==> src/hw/rtl/clrq_pkg.sv <==
`timescale 1ns / 1ps
// ----------------------------------------------------------------------------
// clrq_pkg
// Shared types and constants for the C-LOOK request queue.
// ----------------------------------------------------------------------------
package clrq_pkg;

	localparam int QUEUE_DEPTH = 32;
	localparam int IDX_W       = $clog2(QUEUE_DEPTH);
	localparam int CNT_W       = $clog2(QUEUE_DEPTH + 1);

	localparam int SECTOR_W = 48;
	localparam int LENGTH_W = 16;
	localparam int TAG_W    = 8;
	localparam int STATUS_W = 2;

	localparam logic CMD_ADD      = 1'b0;
	localparam logic CMD_DISPATCH = 1'b1;

	localparam logic [STATUS_W-1:0] ST_ADDED      = 2'd0;
	localparam logic [STATUS_W-1:0] ST_FULL       = 2'd1;
	localparam logic [STATUS_W-1:0] ST_DISPATCHED = 2'd2;
	localparam logic [STATUS_W-1:0] ST_NONE       = 2'd3;

	typedef struct packed {
		logic [SECTOR_W-1:0] sector;
		logic [LENGTH_W-1:0] length;
		logic [TAG_W-1:0]    tag;
	} entry_t;

	// controller -> datapath
	typedef struct packed {
		logic latch;     // take the incoming word, clear the walk
		logic scan_ev;   // compare the entry just read, shift if past the slot
		logic append;    // write the carried entry at the tail, report added
		logic pop_ev;    // take the front entry, advance base, move head
		logic set_full;  // report refusal
		logic set_none;  // report nothing to dispatch
	} dp_cmd_t;

	// datapath -> controller
	typedef struct packed {
		logic full;
		logic empty;
		logic scan_end;
	} dp_stat_t;

endpackage

==> src/hw/rtl/clrq_ctrl.sv <==
`timescale 1ns / 1ps
// ----------------------------------------------------------------------------
// clrq_ctrl
// Sequencer for the request queue: steps the insertion walk and dispatch.
// ----------------------------------------------------------------------------
module clrq_ctrl (
	input  logic                clk,
	input  logic                arst_n,
	input  logic                start,
	input  logic                command,
	input  clrq_pkg::dp_stat_t  stat,
	output clrq_pkg::dp_cmd_t   cmd,
	output logic                busy,
	output logic                done
);

	localparam logic [2:0] S_IDLE  = 3'd0;
	localparam logic [2:0] S_SCAN  = 3'd1;
	localparam logic [2:0] S_EVAL  = 3'd2;
	localparam logic [2:0] S_POPRD = 3'd3;
	localparam logic [2:0] S_POPEV = 3'd4;

	logic [2:0] state_q, state_d;
	logic       done_q, done_d;

	always_comb begin
		state_d = state_q;
		done_d  = 1'b0;
		cmd     = '0;
		unique case (state_q)
			S_IDLE: begin
				if (start) begin
					cmd.latch = 1'b1;
					if (command == clrq_pkg::CMD_ADD) begin
						if (stat.full) begin
							cmd.set_full = 1'b1;
							done_d       = 1'b1;
						end else begin
							state_d = S_SCAN;
						end
					end else begin
						if (stat.empty) begin
							cmd.set_none = 1'b1;
							done_d       = 1'b1;
						end else begin
							state_d = S_POPRD;
						end
					end
				end
			end
			S_SCAN: begin
				if (stat.scan_end) begin
					cmd.append = 1'b1;
					done_d     = 1'b1;
					state_d    = S_IDLE;
				end else begin
					state_d = S_EVAL;
				end
			end
			S_EVAL: begin
				cmd.scan_ev = 1'b1;
				state_d     = S_SCAN;
			end
			S_POPRD: begin
				state_d = S_POPEV;
			end
			S_POPEV: begin
				cmd.pop_ev = 1'b1;
				done_d     = 1'b1;
				state_d    = S_IDLE;
			end
			default: begin
				state_d = S_IDLE;
			end
		endcase
	end

	always_ff @(posedge clk or negedge arst_n) begin
		if (!arst_n) begin
			state_q <= S_IDLE;
			done_q  <= 1'b0;
		end else begin
			state_q <= state_d;
			done_q  <= done_d;
		end
	end

	assign busy = (state_q != S_IDLE);
	assign done = done_q;

endmodule

==> src/hw/rtl/clrq_dp.sv <==
`timescale 1ns / 1ps
// ----------------------------------------------------------------------------
// clrq_dp
// Queue storage (circular, one read and one write port), head, walk
// registers and result registers.
// ----------------------------------------------------------------------------
module clrq_dp (
	input  logic                                 clk,
	input  logic                                 arst_n,
	input  clrq_pkg::dp_cmd_t                    cmd,
	input  logic [clrq_pkg::SECTOR_W-1:0]        request_sector,
	input  logic [clrq_pkg::LENGTH_W-1:0]        request_length,
	input  logic [clrq_pkg::TAG_W-1:0]           request_tag,
	output clrq_pkg::dp_stat_t                   stat,
	output logic [clrq_pkg::STATUS_W-1:0]        status,
	output logic [clrq_pkg::SECTOR_W-1:0]        out_sector,
	output logic [clrq_pkg::LENGTH_W-1:0]        out_length,
	output logic [clrq_pkg::TAG_W-1:0]           out_tag,
	output logic                                 queue_empty
);

	localparam int IW = clrq_pkg::IDX_W;
	localparam int CW = clrq_pkg::CNT_W;
	localparam logic [CW:0]   DEPTH_X = (CW + 1)'(clrq_pkg::QUEUE_DEPTH);
	localparam logic [CW-1:0] DEPTH_C = CW'(clrq_pkg::QUEUE_DEPTH);
	localparam logic [IW:0]   DEPTH_B = (IW + 1)'(clrq_pkg::QUEUE_DEPTH);

	clrq_pkg::entry_t mem [clrq_pkg::QUEUE_DEPTH];
	clrq_pkg::entry_t rd_q;
	clrq_pkg::entry_t carry_q;

	logic [IW-1:0]                 base_q;
	logic [CW-1:0]                 count_q;
	logic [CW-1:0]                 idx_q;
	logic                          found_q;
	logic [clrq_pkg::SECTOR_W-1:0] new_sector_q;
	logic [clrq_pkg::SECTOR_W-1:0] head_q;

	logic [clrq_pkg::STATUS_W-1:0] status_q;
	clrq_pkg::entry_t              res_q;
	logic                          empty_q;

	logic [CW:0]                   addr_sum;
	logic [IW-1:0]                 addr;
	logic [IW:0]                   base_inc;
	logic                          hit;
	logic                          we;
	logic [clrq_pkg::SECTOR_W:0]   end_sum;
	logic [clrq_pkg::SECTOR_W-1:0] end_sat;

	// physical slot of logical position idx
	always_comb begin
		addr_sum = {1'b0, (CW - IW)'(0), base_q} + {1'b0, idx_q};
		if (addr_sum >= DEPTH_X) begin
			addr_sum = addr_sum - DEPTH_X;
		end
		addr = addr_sum[IW-1:0];
	end

	always_comb begin
		base_inc = {1'b0, base_q} + (IW + 1)'(1);
		if (base_inc >= DEPTH_B) begin
			base_inc = '0;
		end
	end

	// C-LOOK slot test: slot already found, or entry beyond new word and
	// new word ahead of head or entry strictly behind it
	assign hit = found_q ||
		((rd_q.sector > new_sector_q) &&
		 ((new_sector_q > head_q) || (rd_q.sector < head_q)));

	assign we = cmd.append || (cmd.scan_ev && hit);

	assign end_sum = {1'b0, rd_q.sector} +
		{(clrq_pkg::SECTOR_W + 1 - clrq_pkg::LENGTH_W)'(0), rd_q.length};
	assign end_sat = end_sum[clrq_pkg::SECTOR_W] ? '1 : end_sum[clrq_pkg::SECTOR_W-1:0];

	always_ff @(posedge clk) begin
		if (we) begin
			mem[addr] <= carry_q;
		end
		rd_q <= mem[addr];
	end

	always_ff @(posedge clk) begin
		if (cmd.latch) begin
			carry_q.sector <= request_sector;
			carry_q.length <= request_length;
			carry_q.tag    <= request_tag;
			new_sector_q   <= request_sector;
		end else if (cmd.scan_ev && hit) begin
			carry_q <= rd_q;
		end
	end

	always_ff @(posedge clk or negedge arst_n) begin
		if (!arst_n) begin
			base_q   <= '0;
			count_q  <= '0;
			idx_q    <= '0;
			found_q  <= 1'b0;
			head_q   <= '0;
			status_q <= clrq_pkg::ST_ADDED;
			res_q    <= '0;
			empty_q  <= 1'b1;
		end else begin
			if (cmd.latch) begin
				idx_q   <= '0;
				found_q <= 1'b0;
			end
			if (cmd.scan_ev) begin
				idx_q <= idx_q + CW'(1);
				if (hit) begin
					found_q <= 1'b1;
				end
			end
			if (cmd.append) begin
				count_q  <= count_q + CW'(1);
				status_q <= clrq_pkg::ST_ADDED;
				res_q    <= '0;
				empty_q  <= 1'b0;
			end
			if (cmd.pop_ev) begin
				base_q   <= base_inc[IW-1:0];
				count_q  <= count_q - CW'(1);
				head_q   <= end_sat;
				status_q <= clrq_pkg::ST_DISPATCHED;
				res_q    <= rd_q;
				empty_q  <= (count_q == CW'(1));
			end
			if (cmd.set_full) begin
				status_q <= clrq_pkg::ST_FULL;
				res_q    <= '0;
				empty_q  <= (count_q == '0);
			end
			if (cmd.set_none) begin
				status_q <= clrq_pkg::ST_NONE;
				res_q    <= '0;
				empty_q  <= 1'b1;
			end
		end
	end

	assign stat.full     = (count_q == DEPTH_C);
	assign stat.empty    = (count_q == '0);
	assign stat.scan_end = (idx_q == count_q);

	assign status      = status_q;
	assign out_sector  = res_q.sector;
	assign out_length  = res_q.length;
	assign out_tag     = res_q.tag;
	assign queue_empty = empty_q;

endmodule

==> src/hw/rtl/clook_request_queue_top.sv <==
`timescale 1ns / 1ps
// ----------------------------------------------------------------------------
// clook_request_queue_top
// C-LOOK disk request scheduler: ordered request queue plus head position.
// ----------------------------------------------------------------------------
//  channel  | handshake           | word
//  ---------+---------------------+----------------------------------------
//  command  | start, busy         | command, request_sector/_length/_tag
//  result   | done (1-cycle)      | status, out_sector/_length/_tag,
//           |                     | queue_empty
//
//  A word is taken on start && !busy; its result shows on done in the cycle
//  after the last working cycle. Add: one read and one compare/shift per
//  queued entry through the single-port walk; dispatch: read, then take the
//  front entry; refusal or empty dispatch: busy stays low.
//  Reset empties the queue and sets the head to zero; no clearing pass.
//  Results cannot be held off: done lasts exactly one cycle.
// ----------------------------------------------------------------------------
module clook_request_queue_top (
	input  logic                                 clk,
	input  logic                                 arst_n,
	input  logic                                 start,
	output logic                                 busy,
	input  logic                                 command,
	input  logic [clrq_pkg::SECTOR_W-1:0]        request_sector,
	input  logic [clrq_pkg::LENGTH_W-1:0]        request_length,
	input  logic [clrq_pkg::TAG_W-1:0]           request_tag,
	output logic                                 done,
	output logic [clrq_pkg::STATUS_W-1:0]        status,
	output logic [clrq_pkg::SECTOR_W-1:0]        out_sector,
	output logic [clrq_pkg::LENGTH_W-1:0]        out_length,
	output logic [clrq_pkg::TAG_W-1:0]           out_tag,
	output logic                                 queue_empty
);

	clrq_pkg::dp_cmd_t  cmd;
	clrq_pkg::dp_stat_t stat;

	clrq_ctrl u_ctrl (
		.clk     (clk),
		.arst_n  (arst_n),
		.start   (start),
		.command (command),
		.stat    (stat),
		.cmd     (cmd),
		.busy    (busy),
		.done    (done)
	);

	clrq_dp u_dp (
		.clk            (clk),
		.arst_n         (arst_n),
		.cmd            (cmd),
		.request_sector (request_sector),
		.request_length (request_length),
		.request_tag    (request_tag),
		.stat           (stat),
		.status         (status),
		.out_sector     (out_sector),
		.out_length     (out_length),
		.out_tag        (out_tag),
		.queue_empty    (queue_empty)
	);

endmodule

==> config.mk <==
export PLATFORM = sky130hd
export DESIGN_NAME = clook_request_queue_top
export DESIGN_NICKNAME = d
export VERILOG_FILES = /design/src/hw/rtl/clrq_pkg.sv /design/src/hw/rtl/clrq_ctrl.sv /design/src/hw/rtl/clrq_dp.sv /design/src/hw/rtl/clook_request_queue_top.sv
export SDC_FILE = /design/constraint.sdc
export NUM_CORES = 2
export LEC_CHECK = 0
export ABC_CLOCK_PERIOD_IN_PS = 23600
export BUFFER_PORTS_ARGS = -buffer_cell sky130_fd_sc_hd__buf_4
export CAP_MARGIN = 20
export CELL_PAD_IN_SITES_DETAIL_PLACEMENT = 2
export CELL_PAD_IN_SITES_GLOBAL_PLACEMENT = 2
export CORE_ASPECT_RATIO = 0.7
export CORE_MARGIN = 3
export CORE_UTILIZATION = 45
export DETAILED_ROUTE_END_ITERATION = 10
export PLACE_DENSITY = 0.83
export SETUP_SLACK_MARGIN = 0.3
export SYNTH_ARGS = -nofsm -noshare
export SYNTH_HDL_FRONTEND = slang
export SYNTH_SLANG_ARGS = --single-unit
==> constraint.sdc <==
create_clock -name clk -period 23.6 [get_ports clk]
set_clock_uncertainty 0.15 [all_clocks]
set_input_delay 7.08 -clock clk [delete_from_list [all_inputs] [get_ports clk]]
set_output_delay 7.08 -clock clk [all_outputs]
set_load 0.05 [all_outputs]
# ---- Word-level counts from Yosys, hierarchy flattened
# Memories as Yosys holds them, arrays and structs flattened. A register that Yosys moved wholly into a read port is not among the register bits.
# Index checks and enable logic that the tools add are counted.
dict set report op_classes {
  add_sub_neg 7
  multipliers 0
  n_div 0
  n_lt_le_gt_ge 5
  eq_ne 10
  n_shift 0
  mux 47
  bitwise 0
  n_reduce_logical 13
}
# operator count
set op_table {}
lappend op_table {{$mux 72} 6}
lappend op_table {{$gt 48x48->1} 2}
lappend op_table {{$add 48x16->49} 1}
lappend op_table {{$lt 48x48->1} 1}
lappend op_table {{$mux 48} 1}
lappend op_table {{$mux 6} 4}
lappend op_table {{$mux 1} 21}
lappend op_table {{$mux 2} 7}
lappend op_table {{$add 6x1->6 const B} 2}
lappend op_table {{$mux 3} 4}
lappend op_table {{$pmux 3 s4} 1}
lappend op_table {{$mux 5} 2}
lappend op_table {{$add 5x6->7} 1}
lappend op_table {{$ge 7x6->1 const B} 1}
lappend op_table {{$add 5x1->6 const B} 1}
lappend op_table {{$eq 3x2->1 const B} 2}
lappend op_table {{$eq 6x1->1 const B} 1}
lappend op_table {{$eq 6x6->1} 1}
lappend op_table {{$eq 6x6->1 const B} 1}
lappend op_table {{$ge 6x6->1 const B} 1}
lappend op_table {{$logic_not 6->1} 1}
lappend op_table {{$ne 3x3->1 const B} 2}
lappend op_table {{$reduce_bool 2->1} 3}
lappend op_table {{$sub 6x1->6 const B} 1}
lappend op_table {{other kinds (11)} 14}
dict set report totals {
  reg_bits 265
  latch_bits 0
  mem_bits_rw 2304
  romBits 0
  input_bits 76
  output_inout_bits 77
  word_cells 99
  mem_count 1
}
# memory words word_bits rd rd_clocked_by_memory_dff write_ports line
set memory_table {}
lappend memory_table {u_dp.mem 32 72 1 1 1 clrq_dp.sv:28} ;# clrq_pkg::entry_t mem [clrq_pkg::QUEUE_DEPTH];

# ---- Depth between registers and ports, before layout
dict set report logic_depth {
  depth_word 8
  mapped_depth 13
  mapped_depth_nobuf 11
}

# ---- Modules after synthesis
# From an unflattened synthesis, not the netlist that was laid out.
dict set report unflattened {
  hier_cells 5040
  hier_area_um2 102889.9
}
# mod instances cells_each area_each_um2 seq_area_each_um2
set modules_own_cells {}
lappend modules_own_cells {clrq_dp 1 5017 102640.9 77760.8}
lappend modules_own_cells {clrq_ctrl 1 23 249.0 100.1}

# ---- Worst setup path before layout
# OpenSTA, ideal clock, no wires.
dict set report synth_path {
  path_type {input to register}
  from {input port start}
  to {register u_dp.carry_q[0] in the netlist's numbering (enable)}
  setup_time_ns 0.432
  arrival_ns 9.121
  t_required_ns 23.018
  setup_slack_ns 13.897
  path_stages 5
  n_path_buf 1
  path_cell_list {nand2_1 -> inv_2 -> clkbuf_1 -> a21oi_1 -> nand2_1}
}
dict set report synth_between {
  elab_chain_len 3
}
# element line
set synth_rtl {}
lappend synth_rtl {{from (decl)} clook_request_queue_top.sv:22} ;# input logic start,
lappend synth_rtl {{$mux 1} clrq_ctrl.sv:32} ;# if (start) begin
lappend synth_rtl {{$mux 1} clrq_ctrl.sv:30} ;# unique case (state_q)
lappend synth_rtl {{$reduce_bool 2->1 (no source line)} -}
lappend synth_rtl {{to (signal assigned)} clrq_dp.sv:93} ;# carry_q <= rd_q;
lappend synth_rtl {{to (decl)} clrq_dp.sv:30} ;# clrq_pkg::entry_t carry_q;
# Every way passes these cells.
# A chain may end at the register's enable or synchronous reset.

# ---- Worst setup path after layout
dict set report layout_path {
  from {input port start}
  to {register u_dp.carry_q[7] in the netlist's numbering (enable)}
}
# Same word-level chain as after synthesis.

==> results.toml <==
[logic_synthesis]
syn-cell-area_um2 = 103000
synth_cells = 5209
synth-simple-area-share_pct = 3.27
yosys.area.top_type = "edfxtp_1"
synth_area_per_cell_um2 = 19.8
synthTopCellsByCount = "edfxtp_1, mux4_2, nand2_1"
ys_types = 85
ys_top_cells_by_area = "edfxtp_1, mux4_2, dfrtp_1"
synth_warnings = 0
synth_edf_count = 2424
synth_fa_ha_area_share_pct = 2.08
synthFlopType = "edfxtp_1"
synth_nets = 5455
synth_most_common_cell = "edfxtp_1"
synth.top_cell.area_share_pct = 70.6
synth-xor-area-share_pct = 0.484
ys_seq_elements = 2641
synth_top_family_by_area = "multiplexers"
yosysSeqAreaShare_pct = 75.5
synthMuxAreaShare_pct = 12.7
synth_compound_area_share_pct = 4.37
ys_async_sr_fraction_pct = 5.49

[setup_path]
critPathSlowestCell = "buf_4"
crit_path_max_fanout = 46
worst-setup-path-type = "primary input to register"
path_cells = "buf_4 > nand2_4 > inv_6 > a21oi_1 > nand2_4 > buf_4"
max_stage_delay_ps = 970
cp.required_ps = 23930
end_kind = "register"
crit_family = "buffers and inverters"
crit_path_start_kind = "primary input"
worstPathArrival_ps = 9930
cp_num_buf_inv = 3

[pwr]
power_density_nw_per_um2 = 158
p_int_w = 0.0114
pwr-share-seq_pct = 35.6
p_comb_share_pct = 40.3
switching_power_w = 0.00733
p_leak_nw = 39.6
power.share.clock_pct = 24.1
peakVddDrop_mv = 0.126
swShare_pct = 39.1

[clock_tree]
cts_made_buffers = 271
cts_resized = 0
cts.path.max_buffers = 4
post_cts_buffers = 0
cts.sinks = 2641
cts_tree = "yes"
cts.hold.buffers_added = 0
cts-root-buf = "clkbuf_16"
path_clk_slew_ps = 60
h-tree-depth = 5
clkLatencyLatePin_ps = 910

[cells_and_area]
multi_input_area_um2 = 24000
nets = 5858
layout.cells.non_filler = 8881
synthToLayoutAreaGrowth_pct = 15.5
drive_gt1_share_pct = 24.6
seqCellArea_um2 = 77900
num-fill-cells = 19471

[global_route]
grtUsageTotal_pct = 36.1
antenna_found_initial = 34
grt_start_max_net_pins = 100
overflow = 0
grt_pass1_wl_um = 579000
first_global_vias = 65149

[routing]
drc = 0
routedWlPerCell_um = 49.4
viasPerCell = 7.15
ant_nets = 0
dr.pass1.iters = 5
via_count = 63538
routed_wl_um = 439000
drt_iter0_markers = 11086

[placed_design]
place.gp.congestion = 0.829
port_buffers = 152
hpwl_um = 241000
dp.cells = 8305

[floorplanning]
die_area_um2 = 235000
die_width_um = 578
die_h_um = 406
io_pins = 153
initial_core_util_pct = 45.4
rows = 146
core_um2 = 227000

[sta]
slew_violations = 0
hold_viol = 0
period_share_pct = 40.7
finalSetupViolCount = 0
finalCriticalPeriod_ps = 9600
setup-tns-final_ps = 0
rsz0062_at_grt = "no"
max_freq_mhz = 104
slew-limit-headroom_pct = 14.2
worst_pin_slew_ps = 1290

[job]
max-cap-violations = 0

[min_path]
hp-class = "register to register"

[outcome]
outcome = "finished, final reports clean"
## area by class of cell
cell class                      count  share of cell area, %
Sequential cell                  2641                   65.4
Timing Repair Buffer              395                   3.60
Multi-Input combinational cell   2189                   20.1
Tap cell                         3034                   3.19
Antenna cell                       22                 0.0462
Inverter                          114                  0.364
Clock inverter                    100                  0.889
Clock buffer                      386                   6.40
## power groups by stage
stage / sequential [W] / combinational [W] / clock (W)
after detailed placement: 0.00713 / 0.00643 / 0
after global placement: 0.00692 / 0.00595 / 0
final: 0.00668 / 0.00757 / 0.00452
after global routing: 0.00668 / 0.00785 / 0.00470
after CTS: 0.00706 / 0.00665 / 0.00448
after floorplan: 0.00679 / 0.00410 / 0
## logic make-up after synthesis
logic type      count (synthesis)
flops                        2641
simple gates                  729
compound gates                649
mux                           584
buf+inv                       379
fa+ha+maj                     170
xor+xnor                       57
## per-stage QoR
step                total power (W)  hold WS (ps)  util, %  area (µm²)  setup slack, ps
global route                 0.0192           379     52.5      119000            14040
floorplan                    0.0109           299        -      103000            13900
detailed placement           0.0136           330     47.9      109000            13260
global placement             0.0129           316     47.8      109000            13540
finish                       0.0188           352     52.5      119000            14000
CTS                          0.0182           355     51.7      117000            14130
## worst reg2reg max path: cells and delay by family, from the launching register on
kind | cells | cell delay, ps
AO/OA/AOI/OAI | 1 | 380
adder cells (fa/ha/maj) | 2 | 1510
buffers and inverters | 5 | 4390
flip-flops | 1 | 470
multiplexers | 1 | 520
AND/OR/NAND/NOR | 1 | 240
## placed cells by master (no fill, tap or decap), types with 81 or more instances in the layout
master        n
a21oi_1     128
dfrtp_1     144
clkbuf_1     81
edfxtp_1   2424
a22oi_1     205
mux4_2      579
nand2_1     397
inv_1       113
buf_4       322
clkbuf_16   277
ha_1        167
o21ai_0      96
## sequential cells by signal, indices dropped and copies added (netlist names)
name	count
u_dp.mem	2304
u_dp.carry_q	72
u_dp.rd_q	72
u_dp.head_q	48
u_dp.new_sector_q	48
u_dp.out_sector	48
u_dp.out_length	16
u_dp.out_tag	8
u_dp.count_q	6
u_dp.idx_q	6
u_dp.base_q	5
u_ctrl.state_q	3
u_dp.status	2
u_ctrl.done	1
u_dp.found_q	1
u_dp.queue_empty	1
## path summary, 6_finish.rpt
path                                      from                   to  slack, ps  depth (start not counted)
setup / recovery                         start      u_dp.carry_q[7]      14000                          6
hold / removal             u_dp.out_sector[36]  u_dp.out_sector[36]        350                          1
setup reg to reg                 u_dp.idx_q[0]        u_dp.rd_q[39]      15760                         10
hold reg to reg            u_dp.out_sector[36]  u_dp.out_sector[36]        350                          1
max in group asynchronous               arst_n   u_dp.out_sector[6]      15570                          2
min in group asynchronous               arst_n       u_dp.base_q[0]       6230                          1
## metal layers
metal | GRT usage (%) | part of all wire [%] | wire, µm | up-vias
met3 | 7.91 | 11 | 48000 | 1563
met2 | 57.6 | 47 | 208000 | 5761
met4 | 20.5 | 7.0 | 30700 | 20
met5 | 0 | 0.026 | 116 | -
met1 | 46.1 | 35 | 152000 | 33950
li1 | - | - | - | 22244
Power figures use the tool's default switching activity.
